==> config.mk <==
export PLATFORM = sky130hd
export DESIGN_NAME = blocking_double_ended_queue
export DESIGN_NICKNAME = d
export VERILOG_FILES = /design/src/rtl/dbq_pkg.sv /design/src/rtl/dbq_ram.sv /design/src/rtl/dbq_cmd_fifo.sv /design/src/rtl/dbq_front.sv /design/src/rtl/dbq_back.sv /design/src/rtl/blocking_double_ended_queue.sv
export SDC_FILE = /design/constraint.sdc
export NUM_CORES = 2
export LEC_CHECK = 0
export BUFFER_PORTS_ARGS = -buffer_cell sky130_fd_sc_hd__buf_2
export CORE_UTILIZATION = 45
export CTS_CLUSTER_SIZE = 10
export DETAILED_ROUTE_END_ITERATION = 8
export PLACE_DENSITY_LB_ADDON = 0.15
export SLEW_MARGIN = 20
export SYNTH_ARGS = -nofsm -noshare
export SYNTH_HDL_FRONTEND = slang
export SYNTH_SLANG_ARGS = --single-unit
==> constraint.sdc <==
create_clock -name clk -period 11.7 [get_ports clk]
set_input_delay 1.17 -clock clk [delete_from_list [all_inputs] [get_ports clk]]
set_output_delay 1.17 -clock clk [all_outputs]
set_load 0.05 [all_outputs]
==> src/rtl/dbq_pkg.sv <==
// package for the blocking double-ended queue
// holds sizes, operation and status codes, kind codes and the item structs
`timescale 1ns / 1ps

package dbq_pkg;

	localparam int DEPTH  = 64;
	localparam int DATA_W = 32;
	localparam int ADDR_W = $clog2(DEPTH);
	localparam int CNT_W  = $clog2(DEPTH + 1);

	localparam int OP_W  = 3;
	localparam int VAL_W = 32;
	localparam int ST_W  = 3;
	localparam int EC_W  = 7;

	localparam logic [OP_W-1:0] OP_PUSH_FRONT = 3'd0;
	localparam logic [OP_W-1:0] OP_PUSH_BACK  = 3'd1;
	localparam logic [OP_W-1:0] OP_POP_FRONT  = 3'd2;
	localparam logic [OP_W-1:0] OP_POP_BACK   = 3'd3;
	localparam logic [OP_W-1:0] OP_COUNT      = 3'd4;
	localparam logic [OP_W-1:0] OP_FLUSH      = 3'd5;
	localparam logic [OP_W-1:0] OP_WAKE       = 3'd6;

	localparam logic [ST_W-1:0] STAT_PUSHED       = 3'd0;
	localparam logic [ST_W-1:0] STAT_POPPED       = 3'd1;
	localparam logic [ST_W-1:0] STAT_WOKEN_NULL   = 3'd2;
	localparam logic [ST_W-1:0] STAT_FULL_DROPPED = 3'd3;
	localparam logic [ST_W-1:0] STAT_COUNT        = 3'd4;
	localparam logic [ST_W-1:0] STAT_FLUSHED      = 3'd5;

	// command kinds handed from the front part to the back part
	localparam logic [2:0] KIND_PUSH  = 3'd0;
	localparam logic [2:0] KIND_POP   = 3'd1;
	localparam logic [2:0] KIND_COUNT = 3'd2;
	localparam logic [2:0] KIND_FLUSH = 3'd3;
	localparam logic [2:0] KIND_WAKE  = 3'd4;
	localparam logic [2:0] KIND_NONE  = 3'd5;

	typedef struct packed {
		logic [OP_W-1:0]  operation;
		logic [VAL_W-1:0] item_value;
	} in_item_t;

	typedef struct packed {
		logic [VAL_W-1:0] value_out;
		logic [ST_W-1:0]  status;
		logic [EC_W-1:0]  entry_count;
	} out_item_t;

	typedef struct packed {
		logic [2:0]        kind;
		logic              at_back;
		logic [DATA_W-1:0] word;
	} cmd_t;

endpackage

==> src/rtl/dbq_ram.sv <==
// generic single-write, single-read ram with registered read data
// no dependencies
`timescale 1ns / 1ps

module dbq_ram #(
	parameter int WIDTH = 32,
	parameter int DEPTH = 64
) (
	input  logic                     clk,
	input  logic                     wr_en,
	input  logic [$clog2(DEPTH)-1:0] wr_addr,
	input  logic [WIDTH-1:0]         wr_data,
	input  logic                     rd_en,
	input  logic [$clog2(DEPTH)-1:0] rd_addr,
	output logic [WIDTH-1:0]         rd_data
);

	logic [WIDTH-1:0] mem_q [DEPTH];

	always_ff @(posedge clk) begin
		if (wr_en) begin
			mem_q[wr_addr] <= wr_data;
		end
		// read data holds until the next read
		if (rd_en) begin
			rd_data <= mem_q[rd_addr];
		end
	end

endmodule

==> src/rtl/dbq_cmd_fifo.sv <==
// two-entry command queue between the front and back parts
// depends on dbq_pkg
`timescale 1ns / 1ps

module dbq_cmd_fifo (
	input  logic          clk,
	input  logic          arst_n,
	input  logic          wr_valid,
	output logic          wr_ready,
	input  dbq_pkg::cmd_t wr_cmd,
	output logic          rd_valid,
	input  logic          rd_ready,
	output dbq_pkg::cmd_t rd_cmd
);

	dbq_pkg::cmd_t slot_q [2];
	logic          wr_ptr_q;
	logic          rd_ptr_q;
	logic [1:0]    fill_q;
	logic          push;
	logic          pop;

	assign wr_ready = (fill_q != 2'd2);
	assign rd_valid = (fill_q != 2'd0);
	assign rd_cmd   = slot_q[rd_ptr_q];
	assign push     = wr_valid && wr_ready;
	assign pop      = rd_valid && rd_ready;

	always_ff @(posedge clk or negedge arst_n) begin
		if (!arst_n) begin
			wr_ptr_q <= 1'b0;
			rd_ptr_q <= 1'b0;
			fill_q   <= 2'd0;
		end else begin
			if (push) begin
				wr_ptr_q <= ~wr_ptr_q;
			end
			if (pop) begin
				rd_ptr_q <= ~rd_ptr_q;
			end
			if (push && !pop) begin
				fill_q <= fill_q + 2'd1;
			end else if (pop && !push) begin
				fill_q <= fill_q - 2'd1;
			end
		end
	end

	always_ff @(posedge clk) begin
		if (push) begin
			slot_q[wr_ptr_q] <= wr_cmd;
		end
	end

endmodule

==> src/rtl/dbq_front.sv <==
// front part: accepts items and sorts them into command kinds
// depends on dbq_pkg
`timescale 1ns / 1ps

module dbq_front (
	input  logic              in_valid,
	output logic              in_ready,
	input  dbq_pkg::in_item_t in_item,
	output logic              cmd_valid,
	input  logic              cmd_ready,
	output dbq_pkg::cmd_t     cmd
);

	logic [2:0] kind;

	always_comb begin
		case (in_item.operation)
			dbq_pkg::OP_PUSH_FRONT, dbq_pkg::OP_PUSH_BACK: kind = dbq_pkg::KIND_PUSH;
			dbq_pkg::OP_POP_FRONT, dbq_pkg::OP_POP_BACK:   kind = dbq_pkg::KIND_POP;
			dbq_pkg::OP_COUNT:                             kind = dbq_pkg::KIND_COUNT;
			dbq_pkg::OP_FLUSH:                             kind = dbq_pkg::KIND_FLUSH;
			dbq_pkg::OP_WAKE:                              kind = dbq_pkg::KIND_WAKE;
			default:                                       kind = dbq_pkg::KIND_NONE;
		endcase
	end

	// unused codes are taken and dropped here
	assign in_ready    = cmd_ready;
	assign cmd_valid   = in_valid && (kind != dbq_pkg::KIND_NONE);
	assign cmd.kind    = kind;
	assign cmd.at_back = (in_item.operation == dbq_pkg::OP_PUSH_BACK) ||
		(in_item.operation == dbq_pkg::OP_POP_BACK);
	assign cmd.word    = in_item.item_value[dbq_pkg::DATA_W-1:0];

endmodule

==> src/rtl/dbq_back.sv <==
// back part: ring pointers, count, wait and wake marks, ring ram and output register
// depends on dbq_pkg and dbq_ram
`timescale 1ns / 1ps

module dbq_back (
	input  logic               clk,
	input  logic               arst_n,
	input  logic               cmd_valid,
	output logic               cmd_ready,
	input  dbq_pkg::cmd_t      cmd,
	output logic               out_valid,
	input  logic               out_ready,
	output dbq_pkg::out_item_t out_item
);

	localparam logic BK_IDLE = 1'b0;
	localparam logic BK_READ = 1'b1;

	logic                       state_q;
	logic [dbq_pkg::ADDR_W-1:0] front_q;
	logic [dbq_pkg::ADDR_W-1:0] back_q;
	logic [dbq_pkg::CNT_W-1:0]  count_q;
	logic                       woken_q;
	logic                       waiting_q;
	logic                       out_valid_q;
	dbq_pkg::out_item_t         out_q;

	logic                       out_free;
	logic                       exec;
	logic                       empty;
	logic                       full;
	logic [dbq_pkg::ADDR_W-1:0] front_prev;
	logic [dbq_pkg::ADDR_W-1:0] front_next;
	logic [dbq_pkg::ADDR_W-1:0] back_prev;
	logic [dbq_pkg::ADDR_W-1:0] back_next;
	logic                       wr_en;
	logic [dbq_pkg::ADDR_W-1:0] wr_addr;
	logic                       rd_en;
	logic [dbq_pkg::ADDR_W-1:0] rd_addr;
	logic [dbq_pkg::DATA_W-1:0] rd_data;
	logic                       res_load;
	dbq_pkg::out_item_t         res_item;

	function automatic logic [dbq_pkg::ADDR_W-1:0] idx_next(
		input logic [dbq_pkg::ADDR_W-1:0] i);
		return (i == dbq_pkg::ADDR_W'(dbq_pkg::DEPTH - 1)) ? '0 : i + 1'b1;
	endfunction

	function automatic logic [dbq_pkg::ADDR_W-1:0] idx_prev(
		input logic [dbq_pkg::ADDR_W-1:0] i);
		return (i == '0) ? dbq_pkg::ADDR_W'(dbq_pkg::DEPTH - 1) : i - 1'b1;
	endfunction

	assign out_free   = !out_valid_q || out_ready;
	assign cmd_ready  = (state_q == BK_IDLE) && out_free;
	assign exec       = cmd_valid && cmd_ready;
	assign empty      = (count_q == '0);
	assign full       = (count_q == dbq_pkg::CNT_W'(dbq_pkg::DEPTH));
	assign front_prev = idx_prev(front_q);
	assign front_next = idx_next(front_q);
	assign back_prev  = idx_prev(back_q);
	assign back_next  = idx_next(back_q);

	assign wr_en   = exec && (cmd.kind == dbq_pkg::KIND_PUSH) && !waiting_q && !full;
	assign wr_addr = cmd.at_back ? back_q : front_prev;
	assign rd_en   = exec && (cmd.kind == dbq_pkg::KIND_POP) && !empty;
	assign rd_addr = cmd.at_back ? back_prev : front_q;

	dbq_ram #(
		.WIDTH (dbq_pkg::DATA_W),
		.DEPTH (dbq_pkg::DEPTH)
	) u_ring (
		.clk     (clk),
		.wr_en   (wr_en),
		.wr_addr (wr_addr),
		.wr_data (cmd.word),
		.rd_en   (rd_en),
		.rd_addr (rd_addr),
		.rd_data (rd_data)
	);

	always_comb begin
		res_load             = 1'b0;
		res_item.value_out   = '0;
		res_item.status      = dbq_pkg::STAT_COUNT;
		res_item.entry_count = dbq_pkg::EC_W'(count_q);
		if (state_q == BK_READ) begin
			// popped word arrives in the cycle after the ram read
			res_load           = out_free;
			res_item.value_out = dbq_pkg::VAL_W'(rd_data);
			res_item.status    = dbq_pkg::STAT_POPPED;
		end else if (exec) begin
			case (cmd.kind)
				dbq_pkg::KIND_PUSH: begin
					res_load = 1'b1;
					if (waiting_q) begin
						res_item.value_out = dbq_pkg::VAL_W'(cmd.word);
						res_item.status    = dbq_pkg::STAT_POPPED;
					end else if (full) begin
						res_item.status = dbq_pkg::STAT_FULL_DROPPED;
					end else begin
						res_item.status      = dbq_pkg::STAT_PUSHED;
						res_item.entry_count = dbq_pkg::EC_W'(count_q + 1'b1);
					end
				end
				dbq_pkg::KIND_POP: begin
					res_load        = empty && woken_q;
					res_item.status = dbq_pkg::STAT_WOKEN_NULL;
				end
				dbq_pkg::KIND_COUNT: begin
					res_load = 1'b1;
				end
				dbq_pkg::KIND_FLUSH: begin
					res_load             = 1'b1;
					res_item.status      = dbq_pkg::STAT_FLUSHED;
					res_item.entry_count = '0;
				end
				dbq_pkg::KIND_WAKE: begin
					res_load        = waiting_q;
					res_item.status = dbq_pkg::STAT_WOKEN_NULL;
				end
				default: begin
					res_load = 1'b0;
				end
			endcase
		end
	end

	always_ff @(posedge clk or negedge arst_n) begin
		if (!arst_n) begin
			state_q     <= BK_IDLE;
			front_q     <= '0;
			back_q      <= '0;
			count_q     <= '0;
			woken_q     <= 1'b0;
			waiting_q   <= 1'b0;
			out_valid_q <= 1'b0;
		end else begin
			if (res_load) begin
				out_valid_q <= 1'b1;
			end else if (out_ready) begin
				out_valid_q <= 1'b0;
			end
			if (state_q == BK_READ) begin
				if (out_free) begin
					state_q <= BK_IDLE;
				end
			end else if (exec) begin
				case (cmd.kind)
					dbq_pkg::KIND_PUSH: begin
						woken_q <= 1'b0;
						if (waiting_q) begin
							waiting_q <= 1'b0;
						end else if (!full) begin
							count_q <= count_q + 1'b1;
							if (cmd.at_back) begin
								back_q <= back_next;
							end else begin
								front_q <= front_prev;
							end
						end
					end
					dbq_pkg::KIND_POP: begin
						if (!empty) begin
							state_q <= BK_READ;
							count_q <= count_q - 1'b1;
							if (cmd.at_back) begin
								back_q <= back_prev;
							end else begin
								front_q <= front_next;
							end
						end else if (!woken_q) begin
							// a second waiter is ignored, the first one stays
							waiting_q <= 1'b1;
						end
					end
					dbq_pkg::KIND_FLUSH: begin
						count_q <= '0;
						front_q <= '0;
						back_q  <= '0;
					end
					dbq_pkg::KIND_WAKE: begin
						if (empty) begin
							woken_q <= 1'b1;
						end
						waiting_q <= 1'b0;
					end
					default: begin
						state_q <= BK_IDLE;
					end
				endcase
			end
		end
	end

	always_ff @(posedge clk) begin
		if (res_load) begin
			out_q <= res_item;
		end
	end

	assign out_valid = out_valid_q;
	assign out_item  = out_q;

endmodule

==> src/rtl/blocking_double_ended_queue.sv <==
// Blocking double-ended queue of 64 words held as a ring in one ram. The front part
// sorts each item into a command and places it in a two-entry queue; the back part
// executes commands one at a time. A pop that removes a stored word also passes through
// the read state of the back part, since the ring ram returns its read data from a
// register; push, count, flush and wake do not. A pop that waits or a wake with no
// waiter gives no result; an unused code is taken by the front part whenever the
// command queue has room and never reaches the back part. Results leave through an
// output register; while a result waits there unread the back part holds, and the
// command queue lets the input take up to two more items before it stalls.
// Depends on dbq_pkg, dbq_front, dbq_cmd_fifo, dbq_back and dbq_ram.
`timescale 1ns / 1ps

module blocking_double_ended_queue (
	input  logic               clk,
	input  logic               arst_n,
	input  logic               in_valid,
	output logic               in_ready,
	input  dbq_pkg::in_item_t  in_item,
	output logic               out_valid,
	input  logic               out_ready,
	output dbq_pkg::out_item_t out_item
);

	logic          fr_valid;
	logic          fr_ready;
	dbq_pkg::cmd_t fr_cmd;
	logic          bk_valid;
	logic          bk_ready;
	dbq_pkg::cmd_t bk_cmd;

	dbq_front u_front (
		.in_valid  (in_valid),
		.in_ready  (in_ready),
		.in_item   (in_item),
		.cmd_valid (fr_valid),
		.cmd_ready (fr_ready),
		.cmd       (fr_cmd)
	);

	dbq_cmd_fifo u_fifo (
		.clk      (clk),
		.arst_n   (arst_n),
		.wr_valid (fr_valid),
		.wr_ready (fr_ready),
		.wr_cmd   (fr_cmd),
		.rd_valid (bk_valid),
		.rd_ready (bk_ready),
		.rd_cmd   (bk_cmd)
	);

	dbq_back u_back (
		.clk       (clk),
		.arst_n    (arst_n),
		.cmd_valid (bk_valid),
		.cmd_ready (bk_ready),
		.cmd       (bk_cmd),
		.out_valid (out_valid),
		.out_ready (out_ready),
		.out_item  (out_item)
	);

endmodule

### Word-level counts from Yosys, hierarchy flattened

Memory sizes are Yosys's and may differ from the RTL's. A register that Yosys moved wholly into a read port is not among the register bits.
Cells that the tools add are included.

| operators by class | value |
|---|---|
| equal/unequal tests | 25 |
| bitwise logic cells | 4 |
| $add $sub $neg | 8 |
| reduce and logical (&&, ||, !) cells | 42 |
| muxes and demuxes | 53 |

Operators with widths:

| cell | count |
|---|---|
| $mux W6 | 16 |
| $mux W32 | 2 |
| $mux W42 | 1 |
| $pmux W6 S3 | 2 |
| $mux W35 | 1 |
| $mux W7 | 4 |
| $pmux W7 S3 | 1 |
| $mux W1 | 16 |
| $reduce_and A8 Y1 | 2 |
| $pmux W3 S5 | 1 |
| $ne A2 B2 Y1 const B | 7 |
| $pmux W7 S2 | 1 |
| $add A6 B1 Y6 const B | 2 |
| $eq A3 B2 Y1 const B | 4 |
| $eq A3 B3 Y1 const B | 4 |
| $eq A6 B6 Y1 const B | 2 |
| $logic_and A1 B1 Y1 | 12 |
| $logic_not A6 Y1 | 2 |
| $sub A6 B1 Y6 const B | 2 |
| $reduce_bool A2 Y1 | 5 |
| $reduce_or A2 Y1 | 5 |
| $pmux W3 S3 | 1 |
| $mux W2 | 4 |
| $ne A2 B1 Y1 const B | 4 |
| other kinds (18) | 31 |

| word-level totals | value |
|---|---|
| memories kept | 2 |
| bits in registers | 69 |
| output and inout port bits | 44 |
| word-level logic and storage cells | 148 |
| memory bits (writable) | 2120 |

Memory list:

| name | words | bits a word | rd ports | clocked after Yosys merged registers in | write ports | RTL line | text |
|---|---|---|---|---|---|---|---|
| u_back.u_ring.mem_q | 64 | 32 | 1 | 1 | 1 | dbq_ram.sv:18 | `logic [WIDTH-1:0] mem_q [DEPTH];` |
| u_fifo.slot_q | 2 | 36 | 1 | 0 | 1 | dbq_cmd_fifo.sv:16 | `dbq_pkg::cmd_t slot_q [2];` |

### Logic depth before layout (Yosys ltp)

| logic depth | value |
|---|---|
| depth after elaboration | 10 |
| gate-level depth with buffers | 13 |
| depth with buffers taken out | 9 |

### By module

A second synthesis with hierarchy kept.

| unflattened totals | value |
|---|---|
| cell total of the unflattened synthesis | 3888 |
| area total of the unflattened synthesis | 85946.2 um2 |

By module, submodules not included:

| module | area an instance (um2) | instances | cells an instance |
|---|---|---|---|
| dbq_ram | 78833.1 | 1 | 3324 |
| dbq_back | 3875.0 | 1 | 396 |
| dbq_cmd_fifo | 2941.6 | 1 | 130 |
| dbq_front | 296.5 | 1 | 38 |

### Least setup slack after synthesis

No wires, ideal clock.

| timing path | value |
|---|---|
| kind | input port to flip-flop |
| start point | in out_ready |
| end point | mem u_back.u_ring.mem_q[0][0] (enable) |
| path buffers | 0 |
| cell stages on the path | 8 |
| arrival time | 4.083 ns |
| path slack | 7.196 ns |
| required time | 11.279 ns |
| path through | nor2b_1 > nor3_1 > inv_2 > nor3_1 > nand2_1 > nor2b_1 > nand3_1 > nor2_1 |

| on the way | value |
|---|---|
| longest elaborated chain between the ends | 8 |

RTL lines:

| element | RTL line | text |
|---|---|---|
| start: declaration | blocking_double_ended_queue.sv:20 | `input logic out_ready,` |
| $logic_or A1 B1 Y1 | dbq_back.sv:54 | `assign out_free = !out_valid_q \|\| out_ready;` |
| $logic_and A1 B1 Y1 | dbq_back.sv:55 | `assign cmd_ready = (state_q == BK_IDLE) && out_free;` |
| $logic_and A1 B1 Y1 | dbq_back.sv:56 | `assign exec = cmd_valid && cmd_ready;` |
| $logic_and A1 B1 Y1 (3 in a row) | dbq_back.sv:64 | `assign wr_en = exec && (cmd.kind == dbq_pkg::KIND_PUSH) && !waiting_q && !full;` |
| $mux W1 | dbq_ram.sv:21 | `if (wr_en) begin` |
| $mux W1 (implied by the code) | dbq_ram.sv:22 | `mem_q[wr_addr] <= wr_data;` |
| end: declaration | dbq_ram.sv:18 |  |

No other way between the ends.

### Worst setup path after layout

| timing path | value |
|---|---|
| start point | reg u_back.back_q[0] (netlist name) |
| end point | reg u_back.u_ring.rd_data[4] (read register of u_back.u_ring.mem_q) (data pin) |

| on the way | value |
|---|---|
| longest elaborated chain between the ends | 3 |

RTL lines:

| element | RTL line | text |
|---|---|---|
| start: declaration | dbq_back.sv:21 | `logic [dbq_pkg::ADDR_W-1:0] back_q;` |
| start signal: assignment | dbq_back.sv:157 | `back_q <= back_next;` |
| start signal: assignment | dbq_back.sv:168 | `back_q <= back_prev;` |
| $sub A6 B1 Y6 or $logic_not A6 Y1 (tied branches) | dbq_back.sv:51 | `return (i == '0) ? dbq_pkg::ADDR_W'(dbq_pkg::DEPTH - 1) : i - 1'b1;` |
| $mux W6 * | dbq_back.sv:51 |  |
| $mux W6 * | dbq_back.sv:67 | `assign rd_addr = cmd.at_back ? back_prev : front_q;` |
| end: declaration | dbq_ram.sv:15 | `output logic [WIDTH-1:0] rd_data` |

Every way passes the cells marked *; elsewhere a longest branch is shown, timed or not.
A chain may end at the register's enable or synchronous reset.

==> key figures <==
STA
  • Post-Route Skew: 0.0502 ns
  • Final min period: 5.69 ns
  • Fin crit share: 0.487
  • Max Slew Vio Count: 0
  • Rel. slew slack: 0.272
  • RSZ-0062 raised after global routing: no
  • Setup TNS Final: 0 ns
  • Hold slack: 0.345 ns
  • Fin. Hold Viols: 0
  • Worst Tran Pin Value: 1.09 ns
  • Setup Viol. Count Final: 0
  • F_max: 0.176 GHz

CTS
  • Worst-path clk slew: 0.06 ns
  • Hold-fix buffers, CTS: 0
  • Longest Clk Path Bufs: 4
  • CTS tree: done
  • Setup bufs post-CTS: 0
  • Skew-Pair Late Insertion Delay: 0.91 ns
  • Post-CTS sizing: 0
  • CTS Sinks: 2221
  • TritonCTS buffer count: 274
  • Clock Tree Root: clkbuf_16
  • H-tree levels: 5

Critical path
  • Crit-path max cell delay: 0.67 ns
  • Worst reg2reg path startpoint: u_back.back_q[0]
  • CP max FO: 96
  • Crit start category: flop
  • CP Data Required Time: 12.33 ns
  • Setup crit end kind: flop
  • Worst EP arrival: 6.32 ns
  • Crit Path Class: reg -> reg
  • CP Cell Sequence: inv_1 -> ha_1 -> or3b_1 -> or3_1 -> a31oi_4 -> buf_4 -> buf_12 -> mux4_2 -> a22oi_1 -> a21oi_1 -> or4_1
  • Worst reg-to-reg setup slack: 6.01 ns
  • R2R depth: 11
  • Slowest cell on crit path: a22oi_1
  • Worst r2r dst: u_back.u_ring.rd_data[4]

Synth
  • Sequential-to-total area share from yosys stat: 0.787
  • Netlist Area Pre-Place: 84600 um^2
  • Library cells used by synthesis: 50
  • Avg Cell Area, Syn: 22.3 um^2
  • Post-Synthesis Cells: 3795
  • Ys Warns: 0
  • Ys flop type: edfxtp_1
  • Ys async rst share: 0.0122
  • Number of flops mapped to enable cells by yosys: 2194
  • Syn_nets: 3842
  • #FFs+latches synth: 2221

Global routing
  • Vias in the first global route: 41000
  • First-pass GRT wire length: 324000 um
  • Total grt overflow: 0
  • Initial antenna violation count: 19
  • GRT Total Usage: 0.244
  • Largest net degree at the start of global routing: 131

Power
  • Max VDD drop: 0.000393 V
  • Pwr dens: 287 nW/um^2
  • Lkg Pwr: 30.0 nW
  • Total Power: 27.6 mW

Floorplan
  • Chip width: 435 um
  • IO Count: 83
  • Core Box Area: 186000 um^2
  • Starting Density: 0.455
  • # rows: 158
  • Die ar.: 190000 um^2
  • Die Span Y: 435 um

Routing
  • Via count: 41700
  • Post-Route WL: 232000 um
  • Antenna viol nets, final: 0
  • Via/cell ratio: 6.31
  • Drt drc: 0
  • DR iter-0 viols: 5564
  • Pre-Repair DR Iteration Count: 5
  • WL per Instance: 35.1 um

Placement
  • DP HPWL: 128000 um
  • Final RePlAce weighted congestion: 0.811
  • Post-DP Area: 89000 um^2
  • Port bufs: 82

Status
  • Status: complete, no violations

Layout
  • P&R area growth vs syn: 13.9%
  • Design area: 96300 um^2
  • Util after Layout: 0.518
  • Layout cell share with drive strength beyond 1: 0.280
  • Layout Nets: 4129
  • FILL cells: 14400

Flow run
  • Max_cap viols: 0

Worst hold path
  • Worst min path class: in -> async
layer usage:
layer,global-route usage,wire (um),up-vias
met5,0,11,-
met2,0.373,109000,1934
li1,-,-,16700
met3,0.0421,18300,340
met1,0.361,98400,22700
met4,0.0716,6310,2
cells by family (layout without fill, tap and decap cells):
| group | after synthesis | count (layout) | synth area share |
|---|---|---|---|
| DFF | 2221 | 2221 | 0.787 |
| adders and majority gates | 8 | 8 | 0.00118 |
| other | 0 | 7 | 0 |
| AOI/OAI and AO/OA | 541 | 541 | 0.0429 |
| and+or+nand+nor | 230 | 230 | 0.0134 |
| xor gates and xnor gates | 11 | 11 | 0.00114 |
| muxes | 552 | 552 | 0.142 |
| buffers and inverters | 232 | 551 | 0.0126 |
cell type report:
cell class                      count  area (um^2)  area share
Antenna cell                        7         17.5    0.000182
Clock buffer                      297         7110      0.0739
Clock inverter                     11         73.8    0.000767
Inverter                           15         56.3    0.000585
Multi-Input combinational cell   1342        17500       0.182
Sequential cell                  2221        66600       0.691
Tap cell                         2480         3100      0.0322
Timing Repair Buffer              228         1880      0.0195
synthesized netlist by cell type, types with 2 or more instances:
cell,count,share of area
edfxtp_1,2194,0.78
mux4_2,512,0.14
a22oi_1,261,0.023
a21oi_1,160,0.0095
buf_2,121,0.0072
nor2_1,103,0.0046
clkbuf_1,80,0.0036
a22o_1,38,0.0039
o21ai_0,36,0.0021
nand2_1,35,0.0016
or4_1,35,0.0031
mux2_2,34,0.0045
dfrtp_1,27,0.0080
inv_1,14,0.00062
nand3_1,13,0.00077
a31oi_1,8,0.00059
buf_1,8,0.00036
ha_1,8,0.0012
o22ai_1,8,0.00059
o31ai_1,8,0.00071
xnor2_1,8,0.00083
nand2b_1,7,0.00052
nor3_1,6,0.00036
or3_1,6,0.00044
a21o_1,5,0.00044
and3_1,5,0.00037
buf_4,5,0.00044
mux2i_1,5,0.00059
nor2b_1,5,0.00037
or3b_2,5,0.00052
and2_1,3,0.00022
buf_6,3,0.00040
nand3b_1,3,0.00027
o21a_1,3,0.00027
xor2_1,3,0.00031
a211oi_1,2,0.00018
a32oi_1,2,0.00021
nor4_1,2,0.00015
o22a_1,2,0.00021
o32ai_1,2,0.00021
metrics by stage:
| stage | cells | setup WS [ns] |
|---|---|---|
| 2_1_floorplan | 3795 | 7.20 |
| 3_3_place_gp | 6270 | 6.14 |
| 3_5_place_dp | 6282 | 6.17 |
| 4_1_cts | 6590 | 6.16 |
| 5_1_grt | 6596 | 5.86 |
| 6_report | 6601 | 6.01 |
cells in the final DEF, fill, tap and decap left out, types with 4 or more instances in the layout:
master        n
edfxtp_1   2194
dfrtp_1      25
o22ai_1       8
a22oi_1     261
buf_16        5
nor2_1       32
mux2i_1       5
nor2b_1       5
nor3_1        6
buf_4       119
diode_2       7
or3b_2        5
mux4_2      512
clkinv_1      5
mux2_2       34
nand2_1      33
and3_1        5
a31oi_1       8
buf_12       22
or4_1        35
inv_1        14
nor2_4       70
nand3_1      13
clkbuf_16   282
clkbuf_1     15
or3_1         6
buf_2        82
nand2b_1      7
ha_1          8
o21ai_0      36
o31ai_1       8
a22o_1       38
xnor2_1       8
a21o_1        4
a21oi_1     158
worst max-delay path: cells and delay by family (launching register included):
kind | cells | cell delay (ns)
simple gates | 3 | 1.39
compound gates | 3 | 1.58
mux | 1 | 0.42
fa+ha+maj | 1 | 0.22
buf+inv | 3 | 1.08
flops | 1 | 0.50
worst max-delay path by stage:
stage	from	endpoint	cells past startpoint
after floorplan	out_ready	u_back.u_ring.mem_q[0][0]	8
after global placement	u_back.back_q[0]	u_back.u_ring.rd_data[4]	11
after detailed placement	u_back.back_q[0]	u_back.u_ring.rd_data[4]	11
after CTS	u_back.back_q[0]	u_back.u_ring.rd_data[4]	11
after global routing	u_back.back_q[0]	u_back.u_ring.rd_data[4]	11
final	u_back.back_q[0]	u_back.u_ring.rd_data[4]	11
state kept, by name, indices dropped and copies added, names as in the netlist:
signal                 cells
u_fifo.fill_q              2
u_fifo.slot_q             72
u_fifo.wr_ptr_q            1
u_back.woken_q             1
u_back.out_item           42
u_fifo.rd_ptr_q            1
u_back.u_ring.rd_data     32
u_back.u_ring.mem_q     2048
u_back.back_q              6
u_back.state_q             1
u_back.front_q             6
u_back.out_valid           1
u_back.count_q             7
u_back.waiting_q           1
report_power, final:
| group | internal [mW] | total [mW] | switching (mW) | leakage [nW] |
|---|---|---|---|---|
| clock network | 4.24 | 7.19 | 2.94 | 3.53 |
| logic | 3.57 | 10.2 | 6.67 | 6.33 |
| registers | 10.0 | 10.2 | 0.165 | 20.1 |
Power figures use the tool's default switching activity.
